### config.mk
export PLATFORM = sky130hd
export DESIGN_NAME = rgbyuv_chroma
export DESIGN_NICKNAME = d
export VERILOG_FILES = /design/src/rtl/rgbyuv_pkg.sv /design/src/rtl/rgbyuv_chroma.sv
export SDC_FILE = /design/constraint.sdc
export NUM_CORES = 1
export LEC_CHECK = 0
export BUFFER_PORTS_ARGS = -buffer_cell sky130_fd_sc_hd__buf_4
export CORE_ASPECT_RATIO = 2
export CORE_MARGIN = 4
export CORE_UTILIZATION = 54
export DETAILED_ROUTE_END_ITERATION = 7
export PLACE_DENSITY_LB_ADDON = 0.3
export SETUP_SLACK_MARGIN = 0.02
export SYNTH_ARGS = -nofsm -noshare
export SYNTH_HDL_FRONTEND = slang
export SYNTH_SLANG_ARGS = --single-unit
### constraint.sdc
create_clock -name clk -period 21.8 [get_ports clk]
set_clock_uncertainty 0.05 [all_clocks]
set_input_delay 4.36 -clock clk [delete_from_list [all_inputs] [get_ports clk]]
set_output_delay 4.36 -clock clk [all_outputs]
set_load 0.01 [all_outputs]
### src/rtl/rgbyuv_pkg.sv
// Shared types, constants and helpers for the RGB to YUV converter.
// No dependencies; used by every module of the block.
package rgbyuv_pkg;

  // Pixel component and result widths
  localparam int PIX_W  = 8;
  // Q12 chroma value of one pixel fits 21 bits, a pair sum 22 bits
  localparam int SUM_W  = 22;
  // Working width for products, quad sums and rounding
  localparam int WORK_W = 24;
  localparam int CFG_DATA_W = 13;

  // Subsampling mode codes (the remaining code behaves as 4:4:4)
  localparam logic [1:0] MODE_444 = 2'd0;
  localparam logic [1:0] MODE_422 = 2'd1;
  localparam logic [1:0] MODE_420 = 2'd2;

  // Configuration register indexes
  localparam logic REG_MODE  = 1'b0;
  localparam logic REG_WIDTH = 1'b1;

  // Reset values of the configuration registers
  localparam logic [1:0]            MODE_RESET  = MODE_444;
  localparam logic [CFG_DATA_W-1:0] WIDTH_RESET = 13'd640;

  // Q12 BT.601 coefficients
  localparam logic signed [WORK_W-1:0] K_YR = 24'sd1225;
  localparam logic signed [WORK_W-1:0] K_YG = 24'sd2404;
  localparam logic signed [WORK_W-1:0] K_YB = 24'sd467;
  localparam logic signed [WORK_W-1:0] K_UR = -24'sd603;
  localparam logic signed [WORK_W-1:0] K_UG = -24'sd1183;
  localparam logic signed [WORK_W-1:0] K_UB = 24'sd1786;
  localparam logic signed [WORK_W-1:0] K_VR = 24'sd2519;
  localparam logic signed [WORK_W-1:0] K_VG = -24'sd2109;
  localparam logic signed [WORK_W-1:0] K_VB = -24'sd410;

  // Shift amounts for single pixel, pair average and block average
  localparam int SH_PIX  = 12;
  localparam int SH_PAIR = 13;
  localparam int SH_QUAD = 14;

  // Per-pixel control that travels with the pixel down the pipeline
  typedef struct packed {
    logic [1:0] mode;
    logic       col_odd;
    logic       odd_row;
  } pix_ctrl_t;

  // One line store entry: U and V sums of an upper pixel pair
  typedef struct packed {
    logic signed [SUM_W-1:0] u;
    logic signed [SUM_W-1:0] v;
  } chroma_sum_t;

  // Divide by 2^k truncating toward zero, then clamp to -128..127
  function automatic logic signed [PIX_W-1:0] div_sat(input logic signed [WORK_W-1:0] s,
                                                      input int k);
    logic signed [WORK_W-1:0] bias;
    logic signed [WORK_W-1:0] q;
    bias = s[WORK_W-1] ? WORK_W'((1 << k) - 1) : '0;
    q    = (s + bias) >>> k;
    if (q > 24'sd127) begin
      div_sat = 8'sd127;
    end else if (q < -24'sd128) begin
      div_sat = -8'sd128;
    end else begin
      div_sat = q[PIX_W-1:0];
    end
  endfunction

endpackage

### src/rtl/rgbyuv_chroma.sv
// Chroma combine stage: pair partial register, pair and block sums,
// averaging and saturation. Depends on rgbyuv_pkg.
module rgbyuv_chroma
  import rgbyuv_pkg::*;
(
  input  logic                     clk,
  input  logic                     rst,
  input  logic                     en,
  input  pix_ctrl_t                ctrl,
  input  logic signed [SUM_W-1:0]  sum_u,
  input  logic signed [SUM_W-1:0]  sum_v,
  input  chroma_sum_t              line_data,
  output logic signed [PIX_W-1:0]  chroma_u,
  output logic signed [PIX_W-1:0]  chroma_v,
  output logic                     chroma_valid,
  output logic                     wr_en,
  output chroma_sum_t              wr_data
);

  chroma_sum_t              partial;
  logic signed [SUM_W-1:0]  pair_u;
  logic signed [SUM_W-1:0]  pair_v;
  logic signed [WORK_W-1:0] quad_u;
  logic signed [WORK_W-1:0] quad_v;

  // Load the partial at every even column, in every mode
  always_ff @(posedge clk) begin
    if (rst) begin
      partial <= '0;
    end else if (en && !ctrl.col_odd) begin
      partial.u <= sum_u;
      partial.v <= sum_v;
    end
  end

  // Pair and block sums
  always_comb begin
    pair_u = partial.u + sum_u;
    pair_v = partial.v + sum_v;
    quad_u = WORK_W'(pair_u) + WORK_W'(line_data.u);
    quad_v = WORK_W'(pair_v) + WORK_W'(line_data.v);
  end

  // Store the upper pair at odd columns of even rows
  assign wr_en        = en && ctrl.col_odd && !ctrl.odd_row;
  assign wr_data.u    = pair_u;
  assign wr_data.v    = pair_v;

  // Select the chroma result for the mode
  always_comb begin
    chroma_u     = '0;
    chroma_v     = '0;
    chroma_valid = 1'b0;
    case (ctrl.mode)
      MODE_422: begin
        if (ctrl.col_odd) begin
          chroma_u     = div_sat(WORK_W'(pair_u), SH_PAIR);
          chroma_v     = div_sat(WORK_W'(pair_v), SH_PAIR);
          chroma_valid = 1'b1;
        end
      end
      MODE_420: begin
        if (ctrl.col_odd && ctrl.odd_row) begin
          chroma_u     = div_sat(quad_u, SH_QUAD);
          chroma_v     = div_sat(quad_v, SH_QUAD);
          chroma_valid = 1'b1;
        end
      end
      default: begin
        chroma_u     = div_sat(WORK_W'(sum_u), SH_PIX);
        chroma_v     = div_sat(WORK_W'(sum_v), SH_PIX);
        chroma_valid = 1'b1;
      end
    endcase
  end

endmodule

==> summary.txt <==
Top FF cell, synth = dfxtp_1
H-tree Lvls = 2
Syn-to-layout area delta = 14.8%
Post-Syn Area per Cell = 7.35 um2
Vias in the first global route = 11,200
Reg2reg end = partial[1]$_SDFFE_PP0P_
HP Start = partial[26]$_SDFFE_PP0P_
Slew headroom = 30.9%
Reg2reg start = partial[1]$_SDFFE_PP0P_
Cell Pwr Density = 67.4 mW/mm2
Fmax achieved = 61.5 MHz
PortBufs = 156
Min-Delay Endpoint = partial[26]$_SDFFE_PP0P_
Worst hold stages = 2
CTS Buffer Depth = 2
Arrival @ worst endpoint = 11.85 ns
Crit-path max cell delay = 0.47 ns
Tot GR Track Use = 33.0%
Routability cong. = 1.00
Leak = 5.07 nW
Final hold violations = 0
Vias = 11,200
Die Wd = 104 um
DRC = 0
Max VDD drop = 41.8 uV
Max Cap Viol = 0
Critical path capture point type = output pin
Worst setup path start = sum_v[1]
Initial antenna violation count = 0
Final Setup Violations = 0
Max FFs per register = 44
WP data required = 17.39 ns
Startpoint types = input pin
Post-synthesis sequential area ratio = 8.94%
Antenna viol nets, final = 0
I/O pin cnt = 157
YS warnings = 0
Crit Path Class = in2out
Worst skew pair latency = 0.30 ns
Inserted Clock Buffers = 5
Critical path's slowest cell = a311o_1
Core Rows = 69
1st-pass router iterations = 5
Crit-path max FO = 14
First-pass GRT wire length = 54,900 um
Top Registers = partial: 44 flops
Final clock period utilization by the worst path = 74.6%
Drt via density = 6.63
Mapped Cells = 1,341
# resized after CTS = 0
Reg2Reg Depth = 2
FF-to-FF setup slack = 21.08 ns
Hold Path Class = reg2reg
Most frequent CP cell = ha_1
Nets = 1,714
GRT overflow = 0
Setup Buffers After CTS = 0
Setup TNS = 0 ns
Die H = 199 um
Share of flip-flops with an asynchronous set or reset = 0%
Final min period = 16.26 ns
Top reg by flops = partial
Hold-fix buffers at CTS = 0
Synth Net Count = 1,586
Synthesized area = 0.00985 mm2
Root Buffer = clkbuf_16
Post-synth EDFFs = 0
Ant diodes = 0
DP Area = 0.0111 mm2
CTS tree = built
Design Area, Final = 0.0113 mm2
Post-synthesis register bit count = 44
Routed wire length = 35,000 um
Initial core utilization = 55.1%
Status = completed
Mean routed wirelength per cell = 20.8 um
RSZ-0062 raised after global routing = no
Placeable Area = 0.0179 mm2
Pin count of the biggest net entering global routing = 45
Synth unique cells = 103
Share of post-route cells with drive strength above 1 = 14.8%
Clk slew on worst S/H paths = 0.06 ns
Initial drt markers = 424
Hpwl dp = 29,300 um
Die area = 0.0206 mm2
Clock sink total = 44
Worst-margin pin slew = 1.03 ns
Final Max Tran Viols = 0
## worst max-delay path by stage
stage | to | slack (ns) | cells past startpoint
floorplan | chroma_v[0] | 6.55 | 30
global placement | chroma_v[5] | 5.77 | 29
detailed placement | chroma_v[4] | 5.65 | 30
CTS | chroma_v[5] | 5.61 | 30
global route | chroma_v[4] | 4.97 | 30
finish | chroma_v[4] | 5.54 | 30
## cell families after synthesis
logic type | count (synthesis) | share of synthesized area (%)
compound gates | 501 | 35.3
xor+xnor | 108 | 9.60
fa+ha+maj | 152 | 19.6
buf+inv | 82 | 3.80
flops | 44 | 8.94
mux | 5 | 0.533
simple gates | 449 | 22.3
## layout by cell type, fill, tap and decap left out, types with 20 or more instances in the layout
cell / n
nand2_1: 172
buf_4: 160
a21oi_1: 158
ha_1: 146
xnor2_1: 70
nor2_1: 66
o21ai_0: 65
a21o_1: 56
dfxtp_1: 44
inv_1: 41
nor3_1: 39
xor2_1: 38
nand3_1: 37
o211ai_1: 23
o21a_1: 23
a211oi_1: 20
## critical path, delay by kind of cell
family                     cells  cell delay, ns
AOI/OAI and AO/OA             16            3.86
and+or+nand+nor                6            1.47
adders and majority gates      3            0.99
buffers and inverters          4            0.79
xor gates and xnor gates       1            0.36
## synth_stat cells, types with 9 or more instances
library cell  count  share of area, %
a211o_1          11              0.98
a211oi_1         20               1.5
a21o_1           56               4.3
a21oi_1         158               8.0
a31oi_1          11              0.70
and2_1           15              0.95
and3_1           16               1.0
clkbuf_1         22              0.84
dfxtp_1          44               8.9
ha_1            146                19
inv_1            41               1.6
nand2_1         172               6.6
nand2b_1         19               1.2
nand3_1          37               1.9
nand4_1          18               1.1
nor2_1           66               2.5
nor2b_1          15              0.95
nor3_1           39               2.0
o2111ai_1         9              0.80
o211ai_1         23               1.8
o21a_1           23               1.8
o21ai_0          65               3.3
or3_1            11              0.70
xnor2_1          70               6.2
xor2_1           38               3.4
## power breakdown
| part | internal (mW) | switching [mW] | total [mW] |
|---|---|---|---|
| clock | 0.0651 | 0.0326 | 0.0977 |
| combinational | 0.230 | 0.348 | 0.578 |
| sequential | 0.0841 | 0.00213 | 0.0863 |
## metrics by stage
stage          power (mW)  hold slack (ns)  utilization, %  setup slack [ns]  instances
6_report            0.762            0.408            63.3              5.54       1682
3_5_place_dp        0.652            0.403            62.3              5.65       1675
4_1_cts             0.753            0.411            63.3              5.61       1682
5_1_grt             0.822            0.429            63.3              4.97       1682
2_1_floorplan       0.496            0.390               -              6.55       1341
3_3_place_gp        0.643            0.395            62.3              5.77       1675
## final cells by class
| cell class | count | area [um2] |
|---|---|---|
| fillers | 1643 | 6560 |
| inverters | 43 | 174 |
| repair buffers | 160 | 1200 |
| flip-flops and latches | 44 | 881 |
| well taps | 213 | 267 |
| clock buffers | 5 | 125 |
| clock inverters | 2 | 60.1 |
| multi-input cells | 1215 | 8600 |
## metal layers
metal / GRT usage (%) / vias up / share of wire, %
met5: 0 / - / 0
met4: 28.3 / 0 / 9.5
met3: 3.99 / 187 / 4.7
met2: 66.5 / 427 / 54
met1: 27.9 / 5210 / 32
li1: - / 5329 / -
(Power assumes the default switching activity.)
