$ cat config.mk
export PLATFORM = sky130hd
export DESIGN_NAME = rgbyuv_csc
export DESIGN_NICKNAME = d
export VERILOG_FILES = /design/src/rtl/rgbyuv_pkg.sv /design/src/rtl/rgbyuv_csc.sv
export SDC_FILE = /design/constraint.sdc
export NUM_CORES = 1
export LEC_CHECK = 0
export ABC_AREA = 0
export BUFFER_PORTS_ARGS = -buffer_cell sky130_fd_sc_hd__buf_2
export CELL_PAD_IN_SITES_DETAIL_PLACEMENT = 0
export CELL_PAD_IN_SITES_GLOBAL_PLACEMENT = 1
export CORE_MARGIN = 2
export CORE_UTILIZATION = 35
export CTS_CLUSTER_DIAMETER = 60
export DETAILED_ROUTE_END_ITERATION = 10
export MAX_ROUTING_LAYER = met4
export PLACE_DENSITY_LB_ADDON = 0.1
export SYNTH_ARGS = -nofsm -noshare
export SYNTH_HDL_FRONTEND = slang
export SYNTH_SLANG_ARGS = --single-unit
$ cat constraint.sdc
create_clock -name clk -period 12.1 [get_ports clk]
set_input_delay 3.025 -clock clk [delete_from_list [all_inputs] [get_ports clk]]
set_output_delay 3.025 -clock clk [all_outputs]
set_load 0.05 [all_outputs]
$ cat src/rtl/rgbyuv_pkg.sv
// Shared types, constants and helpers for the RGB to YUV converter.
// No dependencies; used by every module of the block.
package rgbyuv_pkg;

  // Pixel component and result widths
  localparam int PIX_W  = 8;
  // Q12 chroma value of one pixel fits 21 bits, a pair sum 22 bits
  localparam int SUM_W  = 22;
  // Working width for products, quad sums and rounding
  localparam int WORK_W = 24;
  localparam int CFG_DATA_W = 13;

  // Subsampling mode codes (the remaining code behaves as 4:4:4)
  localparam logic [1:0] MODE_444 = 2'd0;
  localparam logic [1:0] MODE_422 = 2'd1;
  localparam logic [1:0] MODE_420 = 2'd2;

  // Configuration register indexes
  localparam logic REG_MODE  = 1'b0;
  localparam logic REG_WIDTH = 1'b1;

  // Reset values of the configuration registers
  localparam logic [1:0]            MODE_RESET  = MODE_444;
  localparam logic [CFG_DATA_W-1:0] WIDTH_RESET = 13'd640;

  // Q12 BT.601 coefficients
  localparam logic signed [WORK_W-1:0] K_YR = 24'sd1225;
  localparam logic signed [WORK_W-1:0] K_YG = 24'sd2404;
  localparam logic signed [WORK_W-1:0] K_YB = 24'sd467;
  localparam logic signed [WORK_W-1:0] K_UR = -24'sd603;
  localparam logic signed [WORK_W-1:0] K_UG = -24'sd1183;
  localparam logic signed [WORK_W-1:0] K_UB = 24'sd1786;
  localparam logic signed [WORK_W-1:0] K_VR = 24'sd2519;
  localparam logic signed [WORK_W-1:0] K_VG = -24'sd2109;
  localparam logic signed [WORK_W-1:0] K_VB = -24'sd410;

  // Shift amounts for single pixel, pair average and block average
  localparam int SH_PIX  = 12;
  localparam int SH_PAIR = 13;
  localparam int SH_QUAD = 14;

  // Per-pixel control that travels with the pixel down the pipeline
  typedef struct packed {
    logic [1:0] mode;
    logic       col_odd;
    logic       odd_row;
  } pix_ctrl_t;

  // One line store entry: U and V sums of an upper pixel pair
  typedef struct packed {
    logic signed [SUM_W-1:0] u;
    logic signed [SUM_W-1:0] v;
  } chroma_sum_t;

  // Divide by 2^k truncating toward zero, then clamp to -128..127
  function automatic logic signed [PIX_W-1:0] div_sat(input logic signed [WORK_W-1:0] s,
                                                      input int k);
    logic signed [WORK_W-1:0] bias;
    logic signed [WORK_W-1:0] q;
    bias = s[WORK_W-1] ? WORK_W'((1 << k) - 1) : '0;
    q    = (s + bias) >>> k;
    if (q > 24'sd127) begin
      div_sat = 8'sd127;
    end else if (q < -24'sd128) begin
      div_sat = -8'sd128;
    end else begin
      div_sat = q[PIX_W-1:0];
    end
  endfunction

endpackage

$ cat src/rtl/rgbyuv_csc.sv
// Color space conversion stage: 8-bit luma and Q12 chroma of one pixel, registered.
// Depends on rgbyuv_pkg for coefficients and widths.
module rgbyuv_csc
  import rgbyuv_pkg::*;
(
  input  logic                       clk,
  input  logic                       en,
  input  logic [PIX_W-1:0]           red,
  input  logic [PIX_W-1:0]           green,
  input  logic [PIX_W-1:0]           blue,
  output logic [PIX_W-1:0]           luma,
  output logic signed [SUM_W-1:0]    sum_u,
  output logic signed [SUM_W-1:0]    sum_v
);

  logic signed [WORK_W-1:0] r_s;
  logic signed [WORK_W-1:0] g_s;
  logic signed [WORK_W-1:0] b_s;
  logic signed [WORK_W-1:0] y_acc;
  logic signed [WORK_W-1:0] u_acc;
  logic signed [WORK_W-1:0] v_acc;

  // Constant multiplies and sums of the three components
  always_comb begin
    r_s   = $signed(WORK_W'(red));
    g_s   = $signed(WORK_W'(green));
    b_s   = $signed(WORK_W'(blue));
    y_acc = K_YR * r_s + K_YG * g_s + K_YB * b_s;
    u_acc = K_UR * r_s + K_UG * g_s + K_UB * b_s;
    v_acc = K_VR * r_s + K_VG * g_s + K_VB * b_s;
  end

  // Hold results while the pipeline stalls; luma never exceeds 255
  always_ff @(posedge clk) begin
    if (en) begin
      luma  <= y_acc[SH_PIX +: PIX_W];
      sum_u <= u_acc[SUM_W-1:0];
      sum_v <= v_acc[SUM_W-1:0];
    end
  end

endmodule

==> summary.md, run 1 <==
| Metric | Value |
|---|---|
| Status | complete, no violations |
| FF+latch count, synth | 51 |
| Worst min-delay path class | input pin to register |
| Post-synth top flop | sky130_fd_sc_hd__edfxtp_1 |
| CTS tree | built |
| Number of pins with negative max-slew slack in the final report | 0 |
| Critical-path cell with the highest stage delay | sky130_fd_sc_hd__fa_1 |
| Final Cycle Share | 0.901 |
| Post-synth EDFFs | 51 |
| Total I/O pin count | 78 |
| Wire per inst | 19.5 µm |
| Area share of the largest cell type after synthesis | 0.367 |
| Clock buffers created by TritonCTS | 5 |
| Number of inserted diodes | 0 |
| Total wire length | 50300 µm |
| Die boundary width | 232 µm |
| Most frequent cell on the critical path | sky130_fd_sc_hd__fa_1 |
| Transition time of the tightest slew-check pin | 0.725 ns |
| Hold Path End | luma[1] |
| Ys async rst share | 0 |
| Count of unique library cells instantiated by Yosys | 67 |
| Relative slew slack | 0.504 |
| Maximum fanout encountered on the critical timing path | 11 |
| Largest cells by area after synthesis | sky130_fd_sc_hd__fa_1 37%, sky130_fd_sc_hd__ha_1 25%, sky130_fd_sc_hd__inv_1 11% |
| Worst hold path depth | 2 |
| Post-CTS sizing | 0 |
| CP Capture Type | register |
| Number of nets with antenna violations after detailed routing | 0 |
| Number of setup violations in the final report | 0 |
| Initial antenna violation count | 0 |
| Detailed-placement wirelength estimate | 44700 µm |
| Clock-pin slew reported for the worst setup and hold paths after clock tree synthesis | 0.09 ns |
| Detailed-route via count | 12100 |
| Area used by sequential logic in the layout | 1530 µm² |
| Die footprint | 53800 µm² |
| Post-place instance area | 19500 µm² |
| Number of nets in the final layout | 2625 |
| Hold_buf cts | 0 |
| Average vias per placed instance | 4.68 |
| Most frequent cells after synthesis | 544 x sky130_fd_sc_hd__inv_1, 361 x sky130_fd_sc_hd__ha_1, 334 x sky130_fd_sc_hd__fa_1 |
| Final hold violation count | 0 |
| Buffer levels on the longest clock path | 2 |
| Cell with the most instances after synthesis | sky130_fd_sc_hd__inv_1 |
| Clock sinks | 51 |
| Summed negative setup slack over all endpoints | 0 ns |
| Placeable core region | 51400 µm² |
| Post-synthesis cell type with the largest combined area | sky130_fd_sc_hd__fa_1 |
| Unrepaired setup endpoints after global routing | no |
| Setup Fix Bufs, Post-CTS | 0 |
| Number of fillers in the final layout | 5233 |
| Tmin final | 10.90 ns |
| DRC errors left | 0 |
| Share of post-route cells with drive strength above 1 | 0.0567 |
| Number of global-route vias before repair | 13000 |
| First-pass GRT wire length | 78300 µm |
| Combined area of the multi-input logic cells | 14600 µm² |
| Vert. Die Dim | 232 µm |
| Mean Syn Cell Area | 10.0 µm² |
| Worst path arrival time | 10.99 ns |
| Root buf cell | sky130_fd_sc_hd__clkbuf_16 |
| Count of input and output buffers | 77 |
| Max Clk Rate | 0.0917 GHz |
| Number of standard cells after synthesis | 1819 |
| Maximum number of pins on one net before global-route repair | 52 |
| Number of warnings issued by yosys | 0 |
| Area growth from synthesis to final layout | 7.75% |
| Routability congestion estimate from global placement | 0.873 |
| Global route overflow | 0 |
| Number of H-tree branching levels | 2 |
| HP Start | en |
| Critical path class | input pin to register |
| DRC marker count from the first detailed-route iteration | 530 |
| Combined area of all synthesized cells | 18200 µm² |
| Delay of the slowest cell on the worst path | 0.62 ns |
| Critical Path Source Type | input pin |
| Post-route cell area | 19600 µm² |
| Gr usage total | 0.203 |
| Number of core rows | 83 |
| Endpoint required time on the critical path | 12.19 ns |
| Sequential-to-total area share from yosys stat | 0.0842 |
| Number of iterations in the first detailed-routing pass | 4 |
| Initial Utilization | 0.354 |
| Max-cap violations | 0 |
| Mapped Nets | 2540 |
==> cell usage in the layout, fill, tap and decap left out, types with 13 or more instances in the layout <==
cell type,n
sky130_fd_sc_hd__a21o_1,28
sky130_fd_sc_hd__a21oi_1,69
sky130_fd_sc_hd__buf_2,77
sky130_fd_sc_hd__edfxtp_1,51
sky130_fd_sc_hd__fa_1,334
sky130_fd_sc_hd__ha_1,361
sky130_fd_sc_hd__inv_1,544
sky130_fd_sc_hd__nand2_1,39
sky130_fd_sc_hd__nand3_1,20
sky130_fd_sc_hd__nor2_1,46
sky130_fd_sc_hd__nor3_1,22
sky130_fd_sc_hd__o21a_1,13
sky130_fd_sc_hd__o21ai_0,29
sky130_fd_sc_hd__xnor2_1,66
sky130_fd_sc_hd__xor2_1,29
==> how the worst max path moves through the flow <==
stage / endpoint / slack, ns / start / depth (start not counted)
after floorplan: sum_u[21] / 1.95 / blue[2] / 27
after CTS: sum_u[21] / 1.26 / blue[2] / 28
after global placement: sum_u[21] / 0.96 / blue[2] / 28
after detailed placement: sum_u[21] / 0.90 / blue[2] / 28
after global routing: sum_u[21] / 0.84 / blue[5] / 26
final: sum_u[21] / 1.20 / blue[2] / 28
==> cell type report <==
class / count / area share
clock inverter: 3 / 0.00134
timing repair buffer: 83 / 0.0220
tap: 680 / 0.0434
sequential: 51 / 0.0781
clock buffer: 5 / 0.00638
inverter: 544 / 0.104
multi-input combinational: 1219 / 0.745
==> routing by layer <==
layer	vias to the layer above	track usage	routed length (µm)
li1	5927	-	-
met1	5981	0.283	25000
met2	167	0.325	23300
met3	33	0.0157	1140
met4	0	0.0425	835
met5	-	-	0
==> worst max-delay path: cells and delay by family <==
| family | cells | cell delay, ns |
|---|---|---|
| fa+ha+maj | 10 | 4.96 |
| compound gates | 8 | 1.94 |
| buf+inv | 6 | 0.46 |
| simple gates | 4 | 0.59 |
==> sequential cells by signal (all words and copies together), names as in the netlist <==
name and flops:
sum_u 22, sum_v 21, luma 8
==> kinds of logic after synthesis <==
kind of cell	Yosys count	synth area share
adder cells (fa/ha/maj)	695	0.616
buffers and inverters	549	0.113
AO/OA/AOI/OAI	227	0.0842
AND/OR/NAND/NOR	201	0.0562
XOR/XNOR	95	0.0457
flip-flops	51	0.0842
multiplexers	1	0.000550
==> metrics by stage <==
step / hold WS (ns) / cells / utilization / worst slack [ns]
6_report: 3.31 / 2585 / 0.381 / 1.20
5_1_grt: 3.36 / 2585 / 0.381 / 0.842
4_1_cts: 3.34 / 2585 / 0.381 / 1.26
3_5_place_dp: 3.57 / 2577 / 0.378 / 0.896
3_3_place_gp: 3.57 / 2577 / 0.378 / 0.964
2_1_floorplan: 3.14 / 1819 / - / 1.95
Power of run 1 is left out: the tool's default activity adds up to more than one toggle a clock period on the data nets, which glitch-free logic cannot reach.
==> run 2, diff against run 1 <==
==> constraint.sdc (replaced) <==
create_clock -name clk -period 12.1 [get_ports clk]
set_input_delay 0.605 -clock clk [delete_from_list [all_inputs] [get_ports clk]]
set_output_delay 0.605 -clock clk [all_outputs]
set_load 0.05 [all_outputs]
==> run 2 against run 1 <==
Global-route usage is 0.16 points higher; non-clock buffer count is 5 lower; fmax is 28% higher; first-iteration DRC count is 23% higher; via count is 0.26% higher; critical path depth is 2 lower; sequential share of layout area hardly changed; core utilization is 0.068 points lower; critical path type unchanged; routed wire length is 0.44% lower.
==> summary.md, run 2 (synthesized netlist as in run 1, its figures left out) <==
| Metric | Value |
|---|---|
| Status | complete, no violations |
| Critical path class | input pin to register |
| Number of setup violations in the final report | 0 (unchanged) |
| Most common cell after layout, fill and taps aside | sky130_fd_sc_hd__inv_1 |
| Maximum number of pins on one net before global-route repair | 52 (unchanged) |
| Critical Path Source Type | input pin |
| Gr usage total | 0.205 (+0.00161) |
| Final Cycle Share | 0.705 (-0.196) |
| Count of input and output buffers | 77 (unchanged) |
| Worst path arrival time | 8.61 ns (-2.38 ns) |
| Clock-pin slew reported for the worst setup and hold paths after clock tree synthesis | 0.10 ns (about the same) |
| Detailed-route via count | 12100 (+0.26%) |
| Number of inserted diodes | 0 (unchanged) |
| HP Start | en |
| Family with the most delay on the worst path | adder cells |
| Hold_buf cts | 0 (unchanged) |
| DRC marker count from the first detailed-route iteration | 651 (+23%) |
| Total wire length | 50100 µm (-0.44%) |
| Placement-stage worst setup slack | 3.23 ns (+2.34 ns) |
| Leading registers by flop count | sum_u x22, sum_v x21, luma x8 |
| Maximum fanout encountered on the critical timing path | 11 (unchanged) |
| Vert. Die Dim | 232 µm (unchanged) |
| Most frequent cell on the critical path | sky130_fd_sc_hd__fa_1 |
| Total I/O pin count | 78 (unchanged) |
| Summed negative setup slack over all endpoints | 0 ns (unchanged) |
| Number of nets in the final layout | 2620 (-0.19%) |
| Clock buffers created by TritonCTS | 5 (unchanged) |
| Initial Utilization | 0.354 (unchanged) |
| Routability congestion estimate from global placement | 0.883 (+1.2%) |
| Tmin final | 8.53 ns (-2.38 ns) |
| Final hold violation count | 0 (unchanged) |
| Placeable core region | 51400 µm² (unchanged) |
| First-pass GRT wire length | 79400 µm (+1.3%) |
| Relative slew slack | 0.167 (-0.338) |
| Max-cap violations | 0 (unchanged) |
| Detailed-placement wirelength estimate | 44300 µm (-0.94%) |
| Clock sinks | 51 (unchanged) |
| Setup Fix Bufs, Post-CTS | 0 (unchanged) |
| Buffer levels on the longest clock path | 2 (unchanged) |
| Initial antenna violation count | 0 (unchanged) |
| Die footprint | 53800 µm² (unchanged) |
| Area growth from synthesis to final layout | 7.56% |
| Wire per inst | 19.4 µm (-0.25%) |
| Number of iterations in the first detailed-routing pass | 5 (+1) |
| Max Clk Rate | 0.117 GHz (+28%) |
| Number of nets with antenna violations after detailed routing | 0 (unchanged) |
| Post-CTS sizing | 0 (unchanged) |
| CTS tree | built |
| Number of global-route vias before repair | 13300 (+2.0%) |
| DRC errors left | 0 (unchanged) |
| Final worst setup slack | 3.57 ns (+2.38 ns) |
| Average vias per placed instance | 4.71 (+0.46%) |
| Number of H-tree branching levels | 2 (unchanged) |
| Number of flip-flops in the largest register | 22 (unchanged) |
| Transition time of the tightest slew-check pin | 1.24 ns (+0.516 ns) |
| Die boundary width | 232 µm (unchanged) |
| Unrepaired setup endpoints after global routing | no |
| Delay of the slowest cell on the worst path | 0.70 ns (+0.08 ns) |
| Hold Path End | luma[1] |
| Global route overflow | 0 (unchanged) |
| Share of post-route cells with drive strength above 1 | 0.0542 (-0.00248) |
| CP Capture Type | register |
| Number of buffer and inverter instances along the worst setup path | 4 (-2) |
| Critical-path cell with the highest stage delay | sky130_fd_sc_hd__fa_1 |
| Number of pins with negative max-slew slack in the final report | 0 (unchanged) |
| Number of core rows | 83 (unchanged) |
| Worst hold path depth | 2 (unchanged) |
| Root buf cell | sky130_fd_sc_hd__clkbuf_16 |
| Endpoint required time on the critical path | 12.19 ns (about the same) |
| Worst min-delay path class | input pin to register |
| Leading cell types in the layout, fill and taps excluded | 544 x sky130_fd_sc_hd__inv_1, 361 x sky130_fd_sc_hd__ha_1, 334 x sky130_fd_sc_hd__fa_1 |
| Largest Register | sum_u |
-- run 2: cell type report --
type                            count  area [µm²]
Inverter                          544        2040
Sequential cell                    51        1530
Clock inverter                      3        28.8
Tap cell                          680         851
Fill cell                        5214       31800
Multi-Input combinational cell   1219       14600
Clock buffer                        5         125
Timing Repair Buffer               78         393
-- run 2: per-stage QoR --
| step | hold slack, ns | cell area, µm² | util | cells |
|---|---|---|---|---|
| final | 0.893 | 19600 | 0.381 | 2580 |
| after global placement | 1.15 | 19400 | 0.378 | 2572 |
| after CTS | 0.927 | 19600 | 0.381 | 2580 |
| after global routing | 0.951 | 19600 | 0.381 | 2580 |
| after floorplan | 0.717 | 18200 | - | 1819 |
| after detailed placement | 1.15 | 19400 | 0.378 | 2572 |
-- run 2: how the worst max path moves through the flow --
stage / start / end / slack (ns) / cells past startpoint
6_report: blue[5] / sum_u[21] / 3.57 / 26
5_1_grt: blue[5] / sum_u[21] / 3.11 / 26
4_1_cts: blue[5] / sum_u[21] / 3.60 / 26
3_5_place_dp: blue[5] / sum_u[21] / 3.23 / 26
3_3_place_gp: blue[2] / sum_u[21] / 3.37 / 28
2_1_floorplan: blue[2] / sum_u[21] / 4.37 / 27
-- run 2: layer usage --
metal | track usage | vias to the layer above | routed length (µm)
met5 | - | - | 0
met4 | 0.0431 | 0 | 894
met3 | 0.0185 | 32 | 1260
met2 | 0.322 | 157 | 22900
met1 | 0.288 | 6037 | 25000
li1 | - | 5914 | -
Power of run 2 is left out for the same reason.
